`src/hw/rtl/ssi_pkg.sv`:
```
// ----------------------------------------------------------------------------
// ssi_pkg: shared types and constants of the simpson stream integrator
// widths, register indexes, reset values and the structs passed between units
// ----------------------------------------------------------------------------
package ssi_pkg;

    // fixed field and state widths
    localparam int COUNT_WIDTH  = 16;
    localparam int SAMPLE_WIDTH = 32;
    localparam int ACC_WIDTH    = 52;
    localparam int OUT_WIDTH    = 48;
    localparam int NP_WIDTH     = 16;
    localparam int STEP_WIDTH   = 32;
    localparam int FRAC_BITS    = 16;

    // configuration port
    localparam int CFG_WIDTH      = 32;
    localparam int CFG_ADDR_WIDTH = 1;

    typedef enum logic [CFG_ADDR_WIDTH-1:0] {
        CFG_NUM_POINTS = 1'b0,
        CFG_STEP_SIZE  = 1'b1
    } t_cfg_addr;

    localparam logic [NP_WIDTH-1:0]   NUM_POINTS_RESET = NP_WIDTH'(3);
    localparam logic [STEP_WIDTH-1:0] STEP_SIZE_RESET  = STEP_WIDTH'(1) << FRAC_BITS;
    localparam int                    MIN_POINTS       = 3;
    localparam int                    TAIL_POINTS      = 4;

    // index compare width: holds either operand plus one
    localparam int CMP_WIDTH = ((COUNT_WIDTH > NP_WIDTH) ? COUNT_WIDTH : NP_WIDTH) + 1;

    // final scaling h*(8s+9t) / (3 * 2^(FRAC_BITS+3))
    localparam int SCALE_SHIFT  = FRAC_BITS + 3;
    localparam int X_WIDTH      = ACC_WIDTH + 5;
    localparam int MAG_WIDTH    = ACC_WIDTH + 4;
    localparam int MAG_LO_WIDTH = MAG_WIDTH / 2;
    localparam int MAG_HI_WIDTH = MAG_WIDTH - MAG_LO_WIDTH;
    localparam int PLO_WIDTH    = MAG_LO_WIDTH + STEP_WIDTH;
    localparam int PHI_WIDTH    = MAG_HI_WIDTH + STEP_WIDTH;
    localparam int PROD_WIDTH   = MAG_WIDTH + STEP_WIDTH + 1;
    localparam int V_WIDTH      = PROD_WIDTH - SCALE_SHIFT;

    localparam logic [PROD_WIDTH-1:0] ROUND_ADD = PROD_WIDTH'(3) << (SCALE_SHIFT - 1);
    localparam logic [V_WIDTH-1:0]    SAT_POS   = V_WIDTH'(3) << (OUT_WIDTH - 1);
    localparam logic [V_WIDTH-1:0]    SAT_NEG   = SAT_POS + V_WIDTH'(3);

    localparam logic [OUT_WIDTH-1:0] POS_LIMIT = (OUT_WIDTH'(1) << (OUT_WIDTH - 1)) - OUT_WIDTH'(1);
    localparam logic [OUT_WIDTH-1:0] NEG_MAG   = OUT_WIDTH'(1) << (OUT_WIDTH - 1);

    // divide by three, a byte per stage
    localparam int DIV_BITS     = 8;
    localparam int DIV_IN_WIDTH = OUT_WIDTH + 1;
    localparam int DIV_STAGES   = (DIV_IN_WIDTH + DIV_BITS - 1) / DIV_BITS;
    localparam int DIV_WIDTH    = DIV_STAGES * DIV_BITS;

    // stream buses
    localparam int TDATA_IN_WIDTH  = ((2 * SAMPLE_WIDTH + 7) / 8) * 8;
    localparam int TDATA_OUT_WIDTH = ((2 * OUT_WIDTH + 7) / 8) * 8;
    localparam int TUSER_WIDTH     = 2;
    localparam int TUSER_TOO_FEW   = 0;
    localparam int TUSER_OVF       = 1;

    // result queue
    localparam int FIFO_DEPTH = 32;
    localparam int FIFO_AW    = $clog2(FIFO_DEPTH);
    localparam int PEND_WIDTH = $clog2(FIFO_DEPTH + 1);

    typedef struct packed {
        logic                 valid;
        logic                 too_few;
        logic [ACC_WIDTH-1:0] simp;
        logic [ACC_WIDTH-1:0] tail;
    } t_lane_in;

    typedef struct packed {
        logic                 valid;
        logic                 too_few;
        logic                 sat;
        logic [OUT_WIDTH-1:0] value;
    } t_lane_out;

    typedef struct packed {
        logic                 too_few;
        logic                 ovf;
        logic [OUT_WIDTH-1:0] im;
        logic [OUT_WIDTH-1:0] re;
    } t_result;

endpackage

```
`src/hw/rtl/ssi_out_fifo.sv`:
```
// ----------------------------------------------------------------------------
// ssi_out_fifo: result queue
// holds finished results until the downstream side takes them
// ----------------------------------------------------------------------------
module ssi_out_fifo
    import ssi_pkg::*;
(
    input  logic    i_clk,
    input  logic    i_rst_n,
    input  logic    i_wr_en,
    input  t_result i_wr_data,
    input  logic    i_rd_en,
    output t_result o_rd_data,
    output logic    o_not_empty
);

    t_result               r_mem [FIFO_DEPTH];
    logic [FIFO_AW-1:0]    r_wr_ptr, r_rd_ptr;
    logic [PEND_WIDTH-1:0] r_count;
    t_result               r_out;
    logic                  r_out_vld;

    logic out_free, wr_direct, wr_mem, rd_mem;

    // output register, filled straight from the write side when the array is empty
    assign out_free  = !r_out_vld || i_rd_en;
    assign wr_direct = i_wr_en && out_free && (r_count == '0);
    assign wr_mem    = i_wr_en && !wr_direct;
    assign rd_mem    = out_free && (r_count != '0);

    always_ff @(posedge i_clk) begin
        if (wr_mem) begin
            r_mem[r_wr_ptr] <= i_wr_data;
        end
    end

    always_ff @(posedge i_clk) begin
        if (rd_mem) begin
            r_out <= r_mem[r_rd_ptr];
        end else if (wr_direct) begin
            r_out <= i_wr_data;
        end
    end

    always_ff @(posedge i_clk) begin
        if (!i_rst_n) begin
            r_wr_ptr  <= '0;
            r_rd_ptr  <= '0;
            r_count   <= '0;
            r_out_vld <= 1'b0;
        end else begin
            if (wr_mem) begin
                r_wr_ptr <= r_wr_ptr + FIFO_AW'(1);
            end
            if (rd_mem) begin
                r_rd_ptr <= r_rd_ptr + FIFO_AW'(1);
            end
            r_count <= r_count + PEND_WIDTH'(wr_mem) - PEND_WIDTH'(rd_mem);
            if (out_free) begin
                r_out_vld <= rd_mem || wr_direct;
            end
        end
    end

    assign o_rd_data   = r_out;
    assign o_not_empty = r_out_vld;

endmodule

```
`config.mk`:
```
export PLATFORM = sky130hd
export DESIGN_NAME = ssi_out_fifo
export DESIGN_NICKNAME = d
export VERILOG_FILES = /design/src/hw/rtl/ssi_pkg.sv /design/src/hw/rtl/ssi_out_fifo.sv
export SDC_FILE = /design/constraint.sdc
export NUM_CORES = 2
export LEC_CHECK = 0
export BUFFER_PORTS_ARGS = -buffer_cell sky130_fd_sc_hd__buf_2
export CAP_MARGIN = 10
export CORE_ASPECT_RATIO = 1.5
export CORE_MARGIN = 1
export CORE_UTILIZATION = 60
export CTS_CLUSTER_DIAMETER = 60
export DETAILED_ROUTE_END_ITERATION = 8
export GPL_ROUTABILITY_DRIVEN = 0
export PLACE_DENSITY_LB_ADDON = 0.08
export SYNTH_ARGS = -nofsm -noshare
export SYNTH_HDL_FRONTEND = slang
export SYNTH_SLANG_ARGS = --single-unit
```
`constraint.sdc`:
```
create_clock -name i_clk -period 6.7 [get_ports i_clk]
set_clock_uncertainty 0.1 [all_clocks]
set_input_delay 0.67 -clock i_clk [delete_from_list [all_inputs] [get_ports i_clk]]
set_output_delay 0.67 -clock i_clk [all_outputs]
set_load 0.02 [all_outputs]
```
==> key figures <==
Run status
  • Status: complete, no violations

Critical path
  • Critical Path RT: 7.08 ns
  • Critical Path, Cell by Cell: inv_1 -> ha_1 -> and4bb_2 -> a21boi_2 -> nand2_1 -> nor2_4 -> buf_4
  • Critical path capture point type: flip-flop
  • Critical Path Source Type: flip-flop
  • CP max FO: 25
  • Critical Path Slowest Stage Cell: nor2_4
  • Crit Path Category: reg -> reg
  • Max stage delay on crit path: 1.07 ns
  • Data arrival, critical path: 4.47 ns

STA
  • Slew Viols, Final: 0
  • Final Cycle Share: 0.610
  • Sum of negative setup slack: 0 ns
  • RSZ-0062 raised after global routing: no
  • Hold Vio Cnt, Final: 0
  • Slew headroom: 0.163
  • Crit path time final: 4.09 ns
  • Slew @ Worst Pin: 1.25 ns
  • Setup ws final: 2.61 ns
  • Max Freq: 245 MHz
  • Setup violators final: 0

Die
  • Chip height: 562 um
  • Core Region: 208000 um2
  • Starting density of the core: 0.603
  • Row cnt: 205
  • Boundary pin count: 201
  • Die extent in x: 375 um
  • Die Area: 211000 um2

Drt
  • Vias per inst: 6.77
  • Met2 Wirelength: 161000 um
  • WL met1: 120000 um
  • Top Layer Used: met5
  • Via count: 61.0k
  • Met3 wire len: 20700 um
  • Residual DRC count: 0
  • DRT Pass-1 Iters: 6
  • Total Wirelength: 311000 um
  • Drt wl/cell: 34.5 um
  • DRT antenna net count: 0
  • 1st-iter DRT viols: 6829

Synthesis
  • Avg Inst Size Synth: 21.6 um2
  • Sequential-to-total area share from yosys stat: 0.778
  • Main flop type after synthesis: edfxtp_1
  • Net count after synthesis: 5922
  • Synthesized area: 125000 um2
  • Synth cell types: 53
  • Count of flip-flops with a built-in enable after synthesis: 3234
  • FFs w/ async S/R, synth: 0
  • Synth Warn #: 0
  • Mapped Cells: 5806
  • Flop and latch count out of synthesis: 3256

Clock tree
  • Clock transition at the registers of the reported paths: 0.06 ns
  • Post-CTS Hold Buffers: 0
  • TritonCTS clock tree: built
  • CTS Buffer Depth: 4
  • H-tree depth: 5
  • Clock Sink Count: 3256
  • Total setup buffers inserted after CTS: 0
  • Total CTS buffers: 299
  • Root Buffer Master: clkbuf_16
  • Clk_lat worst skew: 0.85 ns
  • Cts repair resizes: 0

Final layout
  • Layout cell share with drive strength beyond 1: 0.233
  • Most common cell after layout, fill and taps aside: edfxtp_1
  • Area grow syn2layout: 10.9%
  • Layout Nets: 6211
  • FF+latch area: 97600 um2
  • Multi-input gate area in the final layout: 26100 um2
  • Final Util: 0.669
  • Fillers: 13.3k
  • Most frequent cells in the layout: edfxtp_1, mux4_2, mux2i_1, clkbuf_16, buf_2

Global route
  • Largest net degree at the start of global routing: 138
  • Vias in the first global route: 62.5k
  • Initial antenna violation count: 28
  • Overflow left after global routing: 0
  • Global-route wire length before repair: 444000 um
  • GRT Total Usage: 0.296

Hold path
  • Min-Delay Path Class: in -> reg

Placed design
  • Dpl hpwl: 156000 um
  • Number of buffers inserted by port buffering: 200
  • Place WS: 2.45 ns

Power
  • Leakage: 42.7 nW
  • Power Dens Cells: 374 nW/um2
  • VDD IR max: 0.301 mV

Flow run
  • Maxcap violations: 0
==> registers in the layout (all words and copies together) (netlist names), named ones only <==
register	cells
o_not_empty	1
o_rd_data	98
r_count	6
r_mem	3136
r_rd_ptr	5
r_wr_ptr	5
==> logic make-up (layout without fill, tap and decap cells) <==
| logic type | Yosys count | in the layout | share of synthesized area |
|---|---|---|---|
| AO/OA/AOI/OAI | 488 | 488 | 0.0297 |
| XOR/XNOR | 9 | 9 | 0.000629 |
| adder cells (fa/ha/maj) | 14 | 14 | 0.00146 |
| buffers and inverters | 356 | 863 | 0.0159 |
| flip-flops | 3256 | 3256 | 0.778 |
| multiplexers | 1170 | 1170 | 0.153 |
| other | 0 | 4 | 0 |
| AND/OR/NAND/NOR | 513 | 513 | 0.0207 |
==> path summary, 6_finish.rpt <==
kind	to	startpoint	slack, ns	cells after the start
worst min-delay path	r_wr_ptr[4]	i_rst_n	0.17	2
worst min register to register	flip-flop	r_rd_ptr[1]	0.46	2
worst max register to register	r_mem[3][27]	r_count[3]	2.61	7
worst max-delay path	r_mem[3][27]	r_count[3]	2.61	7
==> critical path: cells and delay by family, from the launching register on <==
family	cells	cell delay, ns
flip-flops	1	0.37
AO/OA/AOI/OAI	1	0.38
buffers and inverters	2	0.68
adder cells (fa/ha/maj)	1	0.20
AND/OR/NAND/NOR	3	1.94
==> cells in the mapped netlist (all sizes together) (2+ instances only) <==
library cell     n  area [um2]
buf            185        1360
a211o            6        52.6
nand3b           3        22.5
a21boi           4        33.8
nand2b          46         288
ha              13         163
clkbuf         157         591
a22oi            6        45.0
and3             2        12.5
o21a             2        15.0
o221ai         162        1420
o21ai           13        65.1
mux2i          485        4850
a32oi           49         429
mux4           588       13200
o22ai          103         644
xnor2            8        70.1
a21oi           29         145
and2            13        81.3
a2bb2oi          9        78.8
a2111oi          2        17.5
dfxtp           22         440
nand3          102         510
or2              2        12.5
o211ai          94         706
edfxtp        3234       97100
nand4           36         225
nand2          155         582
mux2            97        1090
a221oi           3        26.3
or3b             2        17.5
inv             14        52.6
nor2b           79         494
nor3             2        26.3
or3             14        87.6
o41ai            2        17.5
nor2            55         206
==> where the power goes <==
| group | switching, mW | internal [mW] | leakage, nW | total, mW |
|---|---|---|---|---|
| logic | 6.43 | 4.97 | 8.70 | 11.4 |
| registers | 0.628 | 23.3 | 29.4 | 23.9 |
| clock network | 7.24 | 9.42 | 4.59 | 16.7 |
| total | 14.3 | 37.7 | 42.7 | 52.0 |
==> layout make-up <==
class                   count  share of cell area
repair buffers            330              0.0184
inverters                  14            0.000378
flip-flops and latches   3256               0.702
multi-input cells        2194               0.188
clock inverters           162              0.0104
well taps                2691              0.0242
clock buffers             357              0.0569
diodes                      4           0.0000720
==> per-stage QoR <==
stage	instances	total power [mW]	hold slack, ns	instance area [um2]
floorplan	5806	32.5	0.380	125000
global placement	8485	35.8	0.393	130000
detailed placement	8485	35.9	0.406	130000
CTS	9004	52.4	0.126	139000
global route	9005	53.6	0.154	139000
finish	9008	52.0	0.167	139000
==> per-layer routing <==
metal / track usage / vias up
li1: - / 25000
met1: 0.402 / 32900
met2: 0.510 / 2590
met3: 0.0405 / 577
met4: 0.0800 / 8
met5: 0 / -
Note: power is estimated with default switching activity, not from simulation.
