==> src/hw/rtl/ssi_pkg.sv <==
// ----------------------------------------------------------------------------
// ssi_pkg: shared types and constants of the simpson stream integrator
// widths, register indexes, reset values and the structs passed between units
// ----------------------------------------------------------------------------
package ssi_pkg;

    // fixed field and state widths
    localparam int COUNT_WIDTH  = 16;
    localparam int SAMPLE_WIDTH = 32;
    localparam int ACC_WIDTH    = 52;
    localparam int OUT_WIDTH    = 48;
    localparam int NP_WIDTH     = 16;
    localparam int STEP_WIDTH   = 32;
    localparam int FRAC_BITS    = 16;

    // configuration port
    localparam int CFG_WIDTH      = 32;
    localparam int CFG_ADDR_WIDTH = 1;

    typedef enum logic [CFG_ADDR_WIDTH-1:0] {
        CFG_NUM_POINTS = 1'b0,
        CFG_STEP_SIZE  = 1'b1
    } t_cfg_addr;

    localparam logic [NP_WIDTH-1:0]   NUM_POINTS_RESET = NP_WIDTH'(3);
    localparam logic [STEP_WIDTH-1:0] STEP_SIZE_RESET  = STEP_WIDTH'(1) << FRAC_BITS;
    localparam int                    MIN_POINTS       = 3;
    localparam int                    TAIL_POINTS      = 4;

    // index compare width: holds either operand plus one
    localparam int CMP_WIDTH = ((COUNT_WIDTH > NP_WIDTH) ? COUNT_WIDTH : NP_WIDTH) + 1;

    // final scaling h*(8s+9t) / (3 * 2^(FRAC_BITS+3))
    localparam int SCALE_SHIFT  = FRAC_BITS + 3;
    localparam int X_WIDTH      = ACC_WIDTH + 5;
    localparam int MAG_WIDTH    = ACC_WIDTH + 4;
    localparam int MAG_LO_WIDTH = MAG_WIDTH / 2;
    localparam int MAG_HI_WIDTH = MAG_WIDTH - MAG_LO_WIDTH;
    localparam int PLO_WIDTH    = MAG_LO_WIDTH + STEP_WIDTH;
    localparam int PHI_WIDTH    = MAG_HI_WIDTH + STEP_WIDTH;
    localparam int PROD_WIDTH   = MAG_WIDTH + STEP_WIDTH + 1;
    localparam int V_WIDTH      = PROD_WIDTH - SCALE_SHIFT;

    localparam logic [PROD_WIDTH-1:0] ROUND_ADD = PROD_WIDTH'(3) << (SCALE_SHIFT - 1);
    localparam logic [V_WIDTH-1:0]    SAT_POS   = V_WIDTH'(3) << (OUT_WIDTH - 1);
    localparam logic [V_WIDTH-1:0]    SAT_NEG   = SAT_POS + V_WIDTH'(3);

    localparam logic [OUT_WIDTH-1:0] POS_LIMIT = (OUT_WIDTH'(1) << (OUT_WIDTH - 1)) - OUT_WIDTH'(1);
    localparam logic [OUT_WIDTH-1:0] NEG_MAG   = OUT_WIDTH'(1) << (OUT_WIDTH - 1);

    // divide by three, a byte per stage
    localparam int DIV_BITS     = 8;
    localparam int DIV_IN_WIDTH = OUT_WIDTH + 1;
    localparam int DIV_STAGES   = (DIV_IN_WIDTH + DIV_BITS - 1) / DIV_BITS;
    localparam int DIV_WIDTH    = DIV_STAGES * DIV_BITS;

    // stream buses
    localparam int TDATA_IN_WIDTH  = ((2 * SAMPLE_WIDTH + 7) / 8) * 8;
    localparam int TDATA_OUT_WIDTH = ((2 * OUT_WIDTH + 7) / 8) * 8;
    localparam int TUSER_WIDTH     = 2;
    localparam int TUSER_TOO_FEW   = 0;
    localparam int TUSER_OVF       = 1;

    // result queue
    localparam int FIFO_DEPTH = 32;
    localparam int FIFO_AW    = $clog2(FIFO_DEPTH);
    localparam int PEND_WIDTH = $clog2(FIFO_DEPTH + 1);

    typedef struct packed {
        logic                 valid;
        logic                 too_few;
        logic [ACC_WIDTH-1:0] simp;
        logic [ACC_WIDTH-1:0] tail;
    } t_lane_in;

    typedef struct packed {
        logic                 valid;
        logic                 too_few;
        logic                 sat;
        logic [OUT_WIDTH-1:0] value;
    } t_lane_out;

    typedef struct packed {
        logic                 too_few;
        logic                 ovf;
        logic [OUT_WIDTH-1:0] im;
        logic [OUT_WIDTH-1:0] re;
    } t_result;

endpackage

==> src/hw/rtl/ssi_accum.sv <==
// ----------------------------------------------------------------------------
// ssi_accum: per-sample weighting and accumulation
// picks simpson and 3/8 weights from the sample index and closes a run
// ----------------------------------------------------------------------------
module ssi_accum
    import ssi_pkg::*;
(
    input  logic                    i_clk,
    input  logic                    i_rst_n,
    input  logic                    i_accept,
    input  logic [SAMPLE_WIDTH-1:0] i_sample_re,
    input  logic [SAMPLE_WIDTH-1:0] i_sample_im,
    input  logic [NP_WIDTH-1:0]     i_num_points,
    output logic                    o_emit,
    output t_lane_in                o_lane_re,
    output t_lane_in                o_lane_im
);

    localparam logic [COUNT_WIDTH-1:0] COUNT_MAX = {COUNT_WIDTH{1'b1}};

    logic [COUNT_WIDTH-1:0] r_count;
    logic [ACC_WIDTH-1:0]   r_simp_re, r_simp_im, r_tail_re, r_tail_im;
    logic [ACC_WIDTH-1:0]   n_simp_re, n_simp_im, n_tail_re, n_tail_im;
    logic [ACC_WIDTH-1:0]   re_x, im_x;
    logic [CMP_WIDTH-1:0]   n_ext, i_ext, last_idx, tail_start;
    logic                   too_few, last, in_run, edge_s;
    logic                   ws1, ws2, ws4, wt1, wt3;
    t_lane_in               r_lane_re, r_lane_im;

    assign n_ext      = CMP_WIDTH'(i_num_points);
    assign i_ext      = CMP_WIDTH'(r_count);
    assign last_idx   = n_ext - CMP_WIDTH'(1);
    assign tail_start = n_ext - CMP_WIDTH'(TAIL_POINTS);
    assign too_few    = n_ext < CMP_WIDTH'(MIN_POINTS);
    assign in_run     = i_ext < n_ext;
    assign last       = ((i_ext + CMP_WIDTH'(1)) >= n_ext) || (r_count == COUNT_MAX);

    assign re_x = {{(ACC_WIDTH-SAMPLE_WIDTH){i_sample_re[SAMPLE_WIDTH-1]}}, i_sample_re};
    assign im_x = {{(ACC_WIDTH-SAMPLE_WIDTH){i_sample_im[SAMPLE_WIDTH-1]}}, i_sample_im};

    // weight selects: simpson 1/2/4, tail 1/3
    always_comb begin
        ws1    = 1'b0;
        ws2    = 1'b0;
        ws4    = 1'b0;
        wt1    = 1'b0;
        wt3    = 1'b0;
        edge_s = 1'b0;
        if (in_run) begin
            if (i_num_points[0]) begin
                edge_s = (i_ext == '0) || (i_ext == last_idx);
                ws1    = edge_s;
                ws4    = !edge_s && r_count[0];
                ws2    = !edge_s && !r_count[0];
            end else begin
                if ((n_ext > CMP_WIDTH'(TAIL_POINTS)) && (i_ext <= tail_start)) begin
                    edge_s = (i_ext == '0) || (i_ext == tail_start);
                    ws1    = edge_s;
                    ws4    = !edge_s && r_count[0];
                    ws2    = !edge_s && !r_count[0];
                end
                if (i_ext >= tail_start) begin
                    wt1 = (i_ext == tail_start) || (i_ext == last_idx);
                    wt3 = !wt1;
                end
            end
        end
    end

    always_comb begin
        n_simp_re = r_simp_re + (ws1 ? re_x : '0) + (ws2 ? (re_x << 1) : '0)
                  + (ws4 ? (re_x << 2) : '0);
        n_simp_im = r_simp_im + (ws1 ? im_x : '0) + (ws2 ? (im_x << 1) : '0)
                  + (ws4 ? (im_x << 2) : '0);
        n_tail_re = r_tail_re + ((wt1 || wt3) ? re_x : '0) + (wt3 ? (re_x << 1) : '0);
        n_tail_im = r_tail_im + ((wt1 || wt3) ? im_x : '0) + (wt3 ? (im_x << 1) : '0);
    end

    assign o_emit = i_accept && (too_few || last);

    always_ff @(posedge i_clk) begin
        if (!i_rst_n) begin
            r_count   <= '0;
            r_simp_re <= '0;
            r_simp_im <= '0;
            r_tail_re <= '0;
            r_tail_im <= '0;
        end else if (i_accept) begin
            if (too_few || last) begin
                r_count   <= '0;
                r_simp_re <= '0;
                r_simp_im <= '0;
                r_tail_re <= '0;
                r_tail_im <= '0;
            end else begin
                r_count   <= r_count + COUNT_WIDTH'(1);
                r_simp_re <= n_simp_re;
                r_simp_im <= n_simp_im;
                r_tail_re <= n_tail_re;
                r_tail_im <= n_tail_im;
            end
        end
    end

    // hand the closed run to the finishing lanes
    always_ff @(posedge i_clk) begin
        if (!i_rst_n) begin
            r_lane_re.valid <= 1'b0;
            r_lane_im.valid <= 1'b0;
        end else begin
            r_lane_re.valid <= o_emit;
            r_lane_im.valid <= o_emit;
        end
        r_lane_re.too_few <= too_few;
        r_lane_im.too_few <= too_few;
        r_lane_re.simp    <= too_few ? '0 : n_simp_re;
        r_lane_re.tail    <= too_few ? '0 : n_tail_re;
        r_lane_im.simp    <= too_few ? '0 : n_simp_im;
        r_lane_im.tail    <= too_few ? '0 : n_tail_im;
    end

    assign o_lane_re = r_lane_re;
    assign o_lane_im = r_lane_im;

endmodule

==> config.mk <==
export PLATFORM = sky130hd
export DESIGN_NAME = ssi_accum
export DESIGN_NICKNAME = d
export VERILOG_FILES = /design/src/hw/rtl/ssi_pkg.sv /design/src/hw/rtl/ssi_accum.sv
export SDC_FILE = /design/constraint.sdc
export NUM_CORES = 2
export LEC_CHECK = 0
export BUFFER_PORTS_ARGS = -buffer_cell sky130_fd_sc_hd__buf_2
export CORE_MARGIN = 5
export CORE_UTILIZATION = 60
export DETAILED_ROUTE_END_ITERATION = 8
export PLACE_DENSITY = 0.91
export SYNTH_ARGS = -nofsm -noshare
export SYNTH_HDL_FRONTEND = slang
export SYNTH_SLANG_ARGS = --single-unit
==> constraint.sdc <==
create_clock -name i_clk -period 11.47 [get_ports i_clk]
set_input_delay 2.294 -clock i_clk [delete_from_list [all_inputs] [get_ports i_clk]]
set_output_delay 2.294 -clock i_clk [all_outputs]
set_load 0.05 [all_outputs]
==> metrics.cfg <==
[floorplan]
initial_utilization_pct = 60.4
die_h_um = 251
pin_count = 296
die_w_um = 251
dieArea_um2 = 62800
core_um2 = 57600
std_cell_rows = 88

[job]
drv_cap = 0

[finish]
fin_nets = 4958
drive_gt1_share_pct = 10.8
stdcell_area_um2 = 38500
fillers = 4371
synthToLayoutAreaGrowth_pct = 10.8
instances_no_fill = 5128

[grt]
grt_pass1_vias = 30776
grt_usage_pct = 30.1
overflow = 0
grt_first_pass_wirelength_um = 157000
antenna_found_initial = 12
grt_max_degree = 79

[power_and_ir_drop]
power_density_nw_per_um2 = 197
p_total_uw = 7600
power.leakage_uw = 0.0186
peakVddDrop_mv = 0.211

[synth]
syn_avg_cell_area_um2 = 8.42
synth-seq-cells = 434
synth-async-reset-ratio_pct = 0
synth.cells.most_frequent = 510 x nand2_1, 434 x dfxtp_1, 389 x inv_1
yosysSeqAreaShare_pct = 25.0
syn-cell-area_um2 = 34800
synth_top_area_share_pct = 25.0
ys_types = 97
yosysTopAreaCell = dfxtp_1
synth_enable_flop_cells = 0
synth.most_common_cell = nand2_1
syn_inst = 4128
synth_nets = 4770
synth_top_cells_by_area = dfxtp_1 25%, fa_1 17%, ha_1 9.3%
yosysWarningCount = 0
ys.flop_type = dfxtp_1

[timing]
layout_setup_ws_ns = 1.36
fin_worst_skew_ns = 0.0219
min_period_over_period_pct = 88.1
worst_pin_slew_ns = 1.09
rsz0062_at_grt = no
fmax_mhz = 98.9
min_period_ns = 10.11
slew_viol_final = 0
slew_headroom_pct = 26.9
finalSetupViolations = 0
hold_viol_final = 0
finalSetupTns_ns = 0

[clock_network]
clockBufferDepth = 3
cts_resized = 0
root_buffer = clkbuf_16
clock_latency_ns = 0.61
cts_buffers = 47
postCtsHoldBufs = 0
htree_num_levels = 2
post_cts_buffers = 0
clkTransAtPathRegs_ns = 0.06
cts_sinks = 434
cts_tree = done

[route]
wl_um = 96900
dr_total_vias = 30615
drt_iter0_drc = 2654
ant_nets = 0
drcViolationCount = 0
wl_per_cell_um = 18.9
drt_pass1_iterations = 6
viasPerCell = 5.97

[placement]
port_buffers = 295
dp.cells = 5032
placed_area_um2 = 36700
place_ws_ns = 1.03
finalWeightedCongestion = 0.962
place_hpwl_um = 70500

[setup_path]
cp.arrival_ns = 10.54
cp-start-kind = input port
cp.required_ns = 11.90
worstSetupPathType = in -> reg
cp_max_fo = 34
endpoint_kind = flop
slowest_delay_ns = 0.57
cpMostUsedCell = a31oi_1
cp_slowest_cell = or3_1

[hold_path]
hp-class = reg -> reg

[run_status]
status = finished, final reports clean

-- flip-flops by register name, indices dropped and copies added (netlist names) --
signal / cells
r_tail_re: 52
r_count: 16
r_simp_im: 52
o_lane_im: 106
r_tail_im: 52
r_simp_re: 52
o_lane_re: 104
-- kinds of logic after synthesis --
logic type / count (synthesis) / share of synthesized area, %
flops: 434 / 25.0
mux: 4 / 0.130
fa+ha+maj: 559 / 26.6
compound gates: 900 / 16.6
buf+inv: 580 / 6.42
xor+xnor: 236 / 5.97
simple gates: 1415 / 19.3
-- layout by cell type (no fill, tap or decap), drive strengths merged, types with 32 or more instances in the layout --
cell and n:
nand2 510, dfxtp 434, inv 399, nor2 335, buf 328, fa 302, ha 257, a21oi 236
o21ai 234, and2 120, xor2 118, xnor2 118, a21o 97, nand3 90, nor2b 90, and3 78
a21boi 62, nor3 55, clkbuf 54, o21a 36, or3 34, a31oi 32
-- metal layers --
layer  global-route usage (%)  wire (um)
met1                     38.3      38200
met2                     49.6      44800
met3                     5.76       8830
met4                     14.3       5020
met5                        0         47
-- power breakdown --
group	switching (uW)	leakage, uW	internal [uW]
Sequential	151	0.00355	1860
Clock	710	0.000855	1030
Combinational	2590	0.0142	1250
-- worst paths after layout --
path	start	to	slack (ns)	depth (start not counted)
hold / removal	r_simp_im[22]$_SDFFE_PN0P_	r_simp_im[22]$_SDFFE_PN0P_	0.45	2
hold reg to reg	r_simp_im[22]$_SDFFE_PN0P_	r_simp_im[22]$_SDFFE_PN0P_	0.45	2
setup reg to reg	r_count[14]$_SDFFE_PN0P_	r_simp_im[49]$_SDFFE_PN0P_	3.51	26
setup / recovery	i_num_points[11]	r_simp_im[49]$_SDFFE_PN0P_	1.36	30
-- worst max-delay path: cells and delay by family --
kind / cells / cell delay [ns]
simple gates: 7 / 2.12
compound gates: 13 / 3.28
buf+inv: 4 / 0.78
fa+ha+maj: 4 / 1.60
xor+xnor: 2 / 0.41
-- area by class of cell --
class	instances	area (um^2)	area share, %
inverter	391	1470	3.82
multi-input combinational	3114	23900	62.0
tap	765	957	2.49
timing repair buffer	328	1730	4.49
clock buffer	54	1260	3.28
antenna	8	20.0	0.0520
sequential	434	8690	22.6
clock inverter	34	507	1.32
-- per-stage QoR --
stage / hold slack, ns / util [%]
finish: 0.451 / 66.9
global route: 0.484 / 66.8
CTS: 0.458 / 66.8
detailed placement: 0.442 / 63.8
global placement: 0.434 / 63.8
floorplan: 0.425 / -
No activity file was read; power rests on OpenSTA's default activity.
